==> src/rtl/core/pfr_pkg.sv <==
`default_nettype none
package pfr_pkg;

    localparam int NUM_TAPS   = 32;
    localparam int PHASES     = 128;
    localparam int CHANNELS   = 2;
    localparam int HALF_TAPS  = NUM_TAPS / 2;
    localparam int HIST_DEPTH = 64;
    localparam int HIST_AW    = 6;
    localparam int COEF_DEPTH = (PHASES + 1) * NUM_TAPS;
    localparam int COEF_AW    = 13;
    localparam int FRAC_BITS  = 28;
    localparam int PH_W       = $clog2(PHASES + 1);
    localparam int TAP_W      = $clog2(NUM_TAPS);
    localparam int SMP_W      = 24;
    localparam int COEF_W     = 25;
    localparam int ACC_W      = SMP_W + COEF_W + $clog2(NUM_TAPS);
    localparam int MAX_OUT    = 16;
    localparam int CNT_W      = 5;
    localparam int FED_W      = 36;
    localparam int POS_W      = 64;
    localparam int AB_W       = FED_W + 2;
    localparam int PIPE_DEPTH = 5;

    localparam logic [1:0] CMD_PUSH  = 2'd0;
    localparam logic [1:0] CMD_FLUSH = 2'd1;
    localparam logic [1:0] CMD_COEF  = 2'd2;
    localparam logic [1:0] CMD_CLEAR = 2'd3;

    localparam logic REG_STEP   = 1'b0;
    localparam logic REG_BYPASS = 1'b1;

    typedef struct packed {
        logic [HIST_AW-1:0] addr;
        logic               ok;
    } hist_rd_t;

    typedef struct packed {
        logic vld;
        logic clr;
        logic fin;
    } tap_ctl_t;

    typedef struct packed {
        logic [COEF_AW-1:0] addr0;
        logic [COEF_AW-1:0] addr1;
    } coef_rd_t;

endpackage
`default_nettype wire

==> src/rtl/core/pfr_lane.sv <==
`default_nettype none
module pfr_lane
(
    input  wire logic                              clk,
    input  wire logic                              rst_n,
    input  wire logic                              wr_en,
    input  wire logic [pfr_pkg::HIST_AW-1:0]       wr_addr,
    input  wire logic signed [pfr_pkg::SMP_W-1:0]  wr_data,
    input  wire logic                              clr,
    input  wire pfr_pkg::hist_rd_t                 rd,
    input  wire logic signed [pfr_pkg::COEF_W-1:0] coef,
    input  wire pfr_pkg::tap_ctl_t                 ctl,
    output logic signed [pfr_pkg::SMP_W-1:0]       result
);
    import pfr_pkg::*;

    localparam int PROD_W = SMP_W + COEF_W;

    logic signed [SMP_W-1:0]  mem [HIST_DEPTH];
    logic [HIST_DEPTH-1:0]    hv_reg;
    logic signed [SMP_W-1:0]  rdq_reg;
    logic                     ok_reg;
    logic signed [SMP_W-1:0]  s2_reg;
    logic signed [SMP_W-1:0]  s3_reg;
    logic signed [PROD_W-1:0] prod_reg;
    logic signed [ACC_W-1:0]  acc_reg;
    logic signed [ACC_W-1:0]  acc_next;
    logic signed [ACC_W-1:0]  rnd;

    always_ff @(posedge clk)
    begin
        if (wr_en)
        begin
            mem[wr_addr] <= wr_data;
        end
        rdq_reg <= mem[rd.addr];
    end

    always_ff @(posedge clk or negedge rst_n)
    begin
        if (!rst_n)
        begin
            hv_reg <= '0;
            ok_reg <= 1'b0;
        end
        else
        begin
            if (clr)
            begin
                hv_reg <= '0;
            end
            else if (wr_en)
            begin
                hv_reg[wr_addr] <= 1'b1;
            end
            ok_reg <= rd.ok & hv_reg[rd.addr];
        end
    end

    always_comb
    begin
        acc_next = ctl.clr ? ACC_W'(prod_reg) : acc_reg + ACC_W'(prod_reg);
        rnd      = (acc_reg + (ACC_W'(1) <<< 21)) >>> 22;
        if (rnd > ACC_W'(8388607))
        begin
            result = 24'sh7FFFFF;
        end
        else if (rnd < -ACC_W'(8388608))
        begin
            result = 24'sh800000;
        end
        else
        begin
            result = rnd[SMP_W-1:0];
        end
    end

    always_ff @(posedge clk)
    begin
        s2_reg   <= ok_reg ? rdq_reg : '0;
        s3_reg   <= s2_reg;
        prod_reg <= PROD_W'(s3_reg) * PROD_W'(coef);
        if (ctl.vld)
        begin
            acc_reg <= acc_next;
        end
    end

endmodule
`default_nettype wire

==> config.mk <==
export PLATFORM = sky130hd
export DESIGN_NAME = pfr_lane
export DESIGN_NICKNAME = d
export VERILOG_FILES = /design/src/rtl/core/pfr_pkg.sv /design/src/rtl/core/pfr_lane.sv
export SDC_FILE = /design/constraint.sdc
export NUM_CORES = 2
export LEC_CHECK = 0
export ABC_AREA = 1
export BUFFER_PORTS_ARGS = -buffer_cell sky130_fd_sc_hd__buf_2
export CELL_PAD_IN_SITES_DETAIL_PLACEMENT = 0
export CELL_PAD_IN_SITES_GLOBAL_PLACEMENT = 1
export CORE_ASPECT_RATIO = 0.5
export CORE_MARGIN = 5
export CORE_UTILIZATION = 55
export DETAILED_ROUTE_END_ITERATION = 8
export PLACE_DENSITY = 0.95
export SLEW_MARGIN = 20
export SYNTH_ARGS = -nofsm -noshare
export SYNTH_HDL_FRONTEND = slang
export SYNTH_SLANG_ARGS = --single-unit
==> constraint.sdc <==
create_clock -name clk -period 14.1 [get_ports clk]
set_input_delay 2.115 -clock clk [delete_from_list [all_inputs] [get_ports clk]]
set_output_delay 2.115 -clock clk [all_outputs]
set_load 0.05 [all_outputs]
==> metrics.md <==
| Metric | Value |
|---|---|
| Run status | `finished, final reports clean` |
| Placeable Area | `174,000 um2` |
| Sum of net half-perimeters after detailed placement | `155 mm` |
| Non-Filler Cell Area, Final | `104,000 um2` |
| TritonRoute pass-1 iters | `6` |
| Maximum level of the CTS H-tree | `4` |
| Critical path startpoint category | `primary input` |
| Most common library cell in the layout ignoring fill and taps | `edfxtp_1` |
| Placed inst area | `99,200 um2` |
| Final antenna-violating net count | `0` |
| Number of max-capacitance violations reported | `0` |
| Hold-fix buffers, CTS | `0` |
| Number of clock sinks | `1,776` |
| Largest net degree at the start of global routing | `203` |
| Nature of the critical path endpoint | `flop` |
| Setup TNS Final | `0 ns` |
| Share of final-layout standard cells stronger than drive strength 1 | `6.55%` |
| Post-layout nets | `10,233` |
| Slew margin rel. | `29.0%` |
| Horizontal extent of the die | `602 um` |
| Final worst path period share | `60.6%` |
| FFs w/ async S/R, synth | `3.66%` |
| Post-place setup slack | `4.75 ns` |
| Dominant register cell in the synthesized netlist | `edfxtp_1` |
| Critical Setup Path Class | `primary input to flop` |
| Area growth, synth to finish | `7.83%` |
| Number of global-route vias before repair | `68,736` |
| Cells resized by post-CTS repair | `0` |
| Number of fill cells in the layout | `13,698` |
| Setup Fix Bufs, Post-CTS | `0` |
| Clock latency on the worst-skew pair | `0.83 ns` |
| CTS tree | `done` |
| Arrival time of data at the critical path endpoint | `9.22 ns` |
| Cell type with the largest total area after synthesis | `edfxtp_1` |
| Share of the synthesized area in the top cell type | `49.5%` |
| Total design power | `15.7 mW` |
| Final count of negative-setup-slack endpoints | `0` |
| Unrepaired setup endpoints after global routing | `no` |
| Sequential cell area fraction in the yosys report | `53.7%` |
| Leakage | `42.6 nW` |
| Clock buffer count from CTS | `158` |
| Clock transition time at the flip-flop clock pins of the worst setup and hold paths | `0.07 ns` |
| F_max | `117 MHz` |
| Average instance area after synthesis | `10.2 um2` |
| EDFF count, synth | `1,590` |
| Maximum buffer depth of the clock tree | `4` |
| Overall routed net length | `255 mm` |
| Count of mapped cells out of synthesis | `9,441` |
| Initial DRC Count | `8,135` |
| Total count of max-transition violations in the final report | `0` |
| Endpoint required time on the critical path | `14.77 ns` |
| Worst IR Drop VDD | `0.000150 V` |
| Net Count, Synth | `10,330` |
| Area of the die | `184,000 um2` |
| Number of buffers inserted by port buffering | `91` |
| Count of final hold-check violations | `0` |
| Synthesis-stage register bit count | `1,776` |
| DRC violation count after routing | `0` |
| Vias after detailed routing | `68,658` |
| Routed length per instance | `21.7 um` |
| Highest-count cells in the layout ignoring fill and taps | `1,590 x edfxtp_1, 1,579 x nand2_1, 1,272 x nor2_1, 1,233 x inv_1, 985 x o21ai_0` |
| Number of standard-cell rows in the floorplan | `108` |
| Finished Core Util | `59.8%` |
| Total power per unit cell area | `151 nW/um2` |
| Die Y-Extent | `306 um` |
| Effective utilization at floorplan | `55.5%` |
| Root buffer selected by CTS | `clkbuf_16` |
| Global-route wire length before repair | `393 mm` |
| Final estimated routing congestion in global placement | `0.954` |
| Setup clock skew after layout | `0.0997 ns` |
| Distinct cell type count of the synthesized netlist | `42` |
| Remaining global-route overflow | `0` |
| Worst hold margin | `0.324 ns` |
| Setup slack of the critical path after layout | `5.55 ns` |
| Type of the tightest min-delay check | `flop to flop` |
| Post-layout min period | `8.55 ns` |
| Peak fanout along the critical path | `24` |
| Total standard cell area after synthesis | `96,500 um2` |
| Synth top area cells | `edfxtp_1 49%, fa_1 13%, nand2_1 6.1%` |
| Transition time at the pin with the least slew margin | `1.06 ns` |
| GR Util All Layers | `27.5%` |
| Number of flip-flops under the largest register name | `1,536` |
| Finished Layout Cells | `11,781` |
| Count of warnings emitted by yosys | `0` |
| Io pins | `93` |
| Number of cells in the design after placement | `11,494` |
| Vias per cell | `5.83` |
| Initial antenna violation count | `12` |
routing by layer:
layer / vias up / track usage (%) / wire, um
li1: 30897 / - / -
met1: 33499 / 37.0 / 98400
met2: 3596 / 45.0 / 120000
met3: 666 / 4.99 / 26200
met4: 0 / 10.5 / 10800
met5: - / 0 / 0
final timing paths:
kind / startpoint / end / slack [ns] / depth (start not counted)
max: coef[24] / prod_reg[46] / 5.55 / 21
min: s2_reg[0] / s3_reg[0] / 0.32 / 0
max reg2reg: s3_reg[0] / prod_reg[46] / 6.72 / 21
min reg2reg: s2_reg[0] / s3_reg[0] / 0.32 / 0
max in group asynchronous: rst_n / hv_reg[18] / 11.97 / 1
min in group asynchronous: rst_n / hv_reg[47] / 1.44 / 1
final cells by class:
| type | count | area (um2) | area share, % |
|---|---|---|---|
| inverter | 1242 | 4680 | 4.50 |
| multi-input combinational | 5932 | 38200 | 36.7 |
| tap | 2310 | 2890 | 2.78 |
| clock inverter | 63 | 472 | 0.453 |
| clock buffer | 215 | 4360 | 4.19 |
| sequential | 1776 | 51800 | 49.8 |
| timing repair buffer | 234 | 1620 | 1.56 |
| antenna | 9 | 22.5 | 0.0216 |
worst max-delay path, cell delays in order:
cell and delay (ns):
buf_2 0.40, nand2_1 0.17, inv_1 0.15, fa_1 0.58
fa_1 0.74, inv_1 0.22, fa_1 0.90, inv_1 0.27
fa_1 0.51, fa_1 0.57, fa_1 0.43, fa_1 0.44
ha_1 0.40, nand2_1 0.12, nor2_1 0.23, nand2_1 0.13
nor2_1 0.15, nand3_1 0.08, or2_2 0.30, nand3_1 0.14
xor2_1 0.14
synthesized netlist by cell type, types with 7 or more instances:
cell / count
nand2_1: 1579
o21bai_1: 15
xnor2_1: 25
o22ai_1: 384
ha_1: 190
nor2_1: 1336
nor3_1: 30
buf_4: 8
dfrtp_1: 65
o221ai_1: 10
a21o_1: 9
nand3b_1: 7
dfxtp_1: 121
clkbuf_1: 389
nor2_4: 9
o21ai_1: 92
nand3_1: 211
edfxtp_1: 1590
buf_1: 22
a21oi_1: 228
nand4_1: 25
xor2_1: 48
or2_2: 27
o21ai_0: 985
fa_1: 630
inv_1: 1235
buf_2: 70
nand2_2: 53
logic make-up (layout without fill, tap and decap cells):
| logic type | after synthesis | count (layout) | share of synthesized area [%] |
|---|---|---|---|
| adder cells (fa/ha/maj) | 820 | 820 | 15.5 |
| XOR/XNOR | 73 | 73 | 0.662 |
| flip-flops | 1776 | 1776 | 53.7 |
| buffers and inverters | 1733 | 1754 | 6.89 |
| other | 0 | 9 | 0 |
| AO/OA/AOI/OAI | 1742 | 1742 | 9.68 |
| AND/OR/NAND/NOR | 3297 | 3297 | 13.6 |
power by group:
| part | switching (mW) | internal [mW] |
|---|---|---|
| combinational | 3.63 | 1.81 |
| clock | 1.87 | 2.28 |
| sequential | 0.174 | 5.98 |
Power figures use the tool's default switching activity.
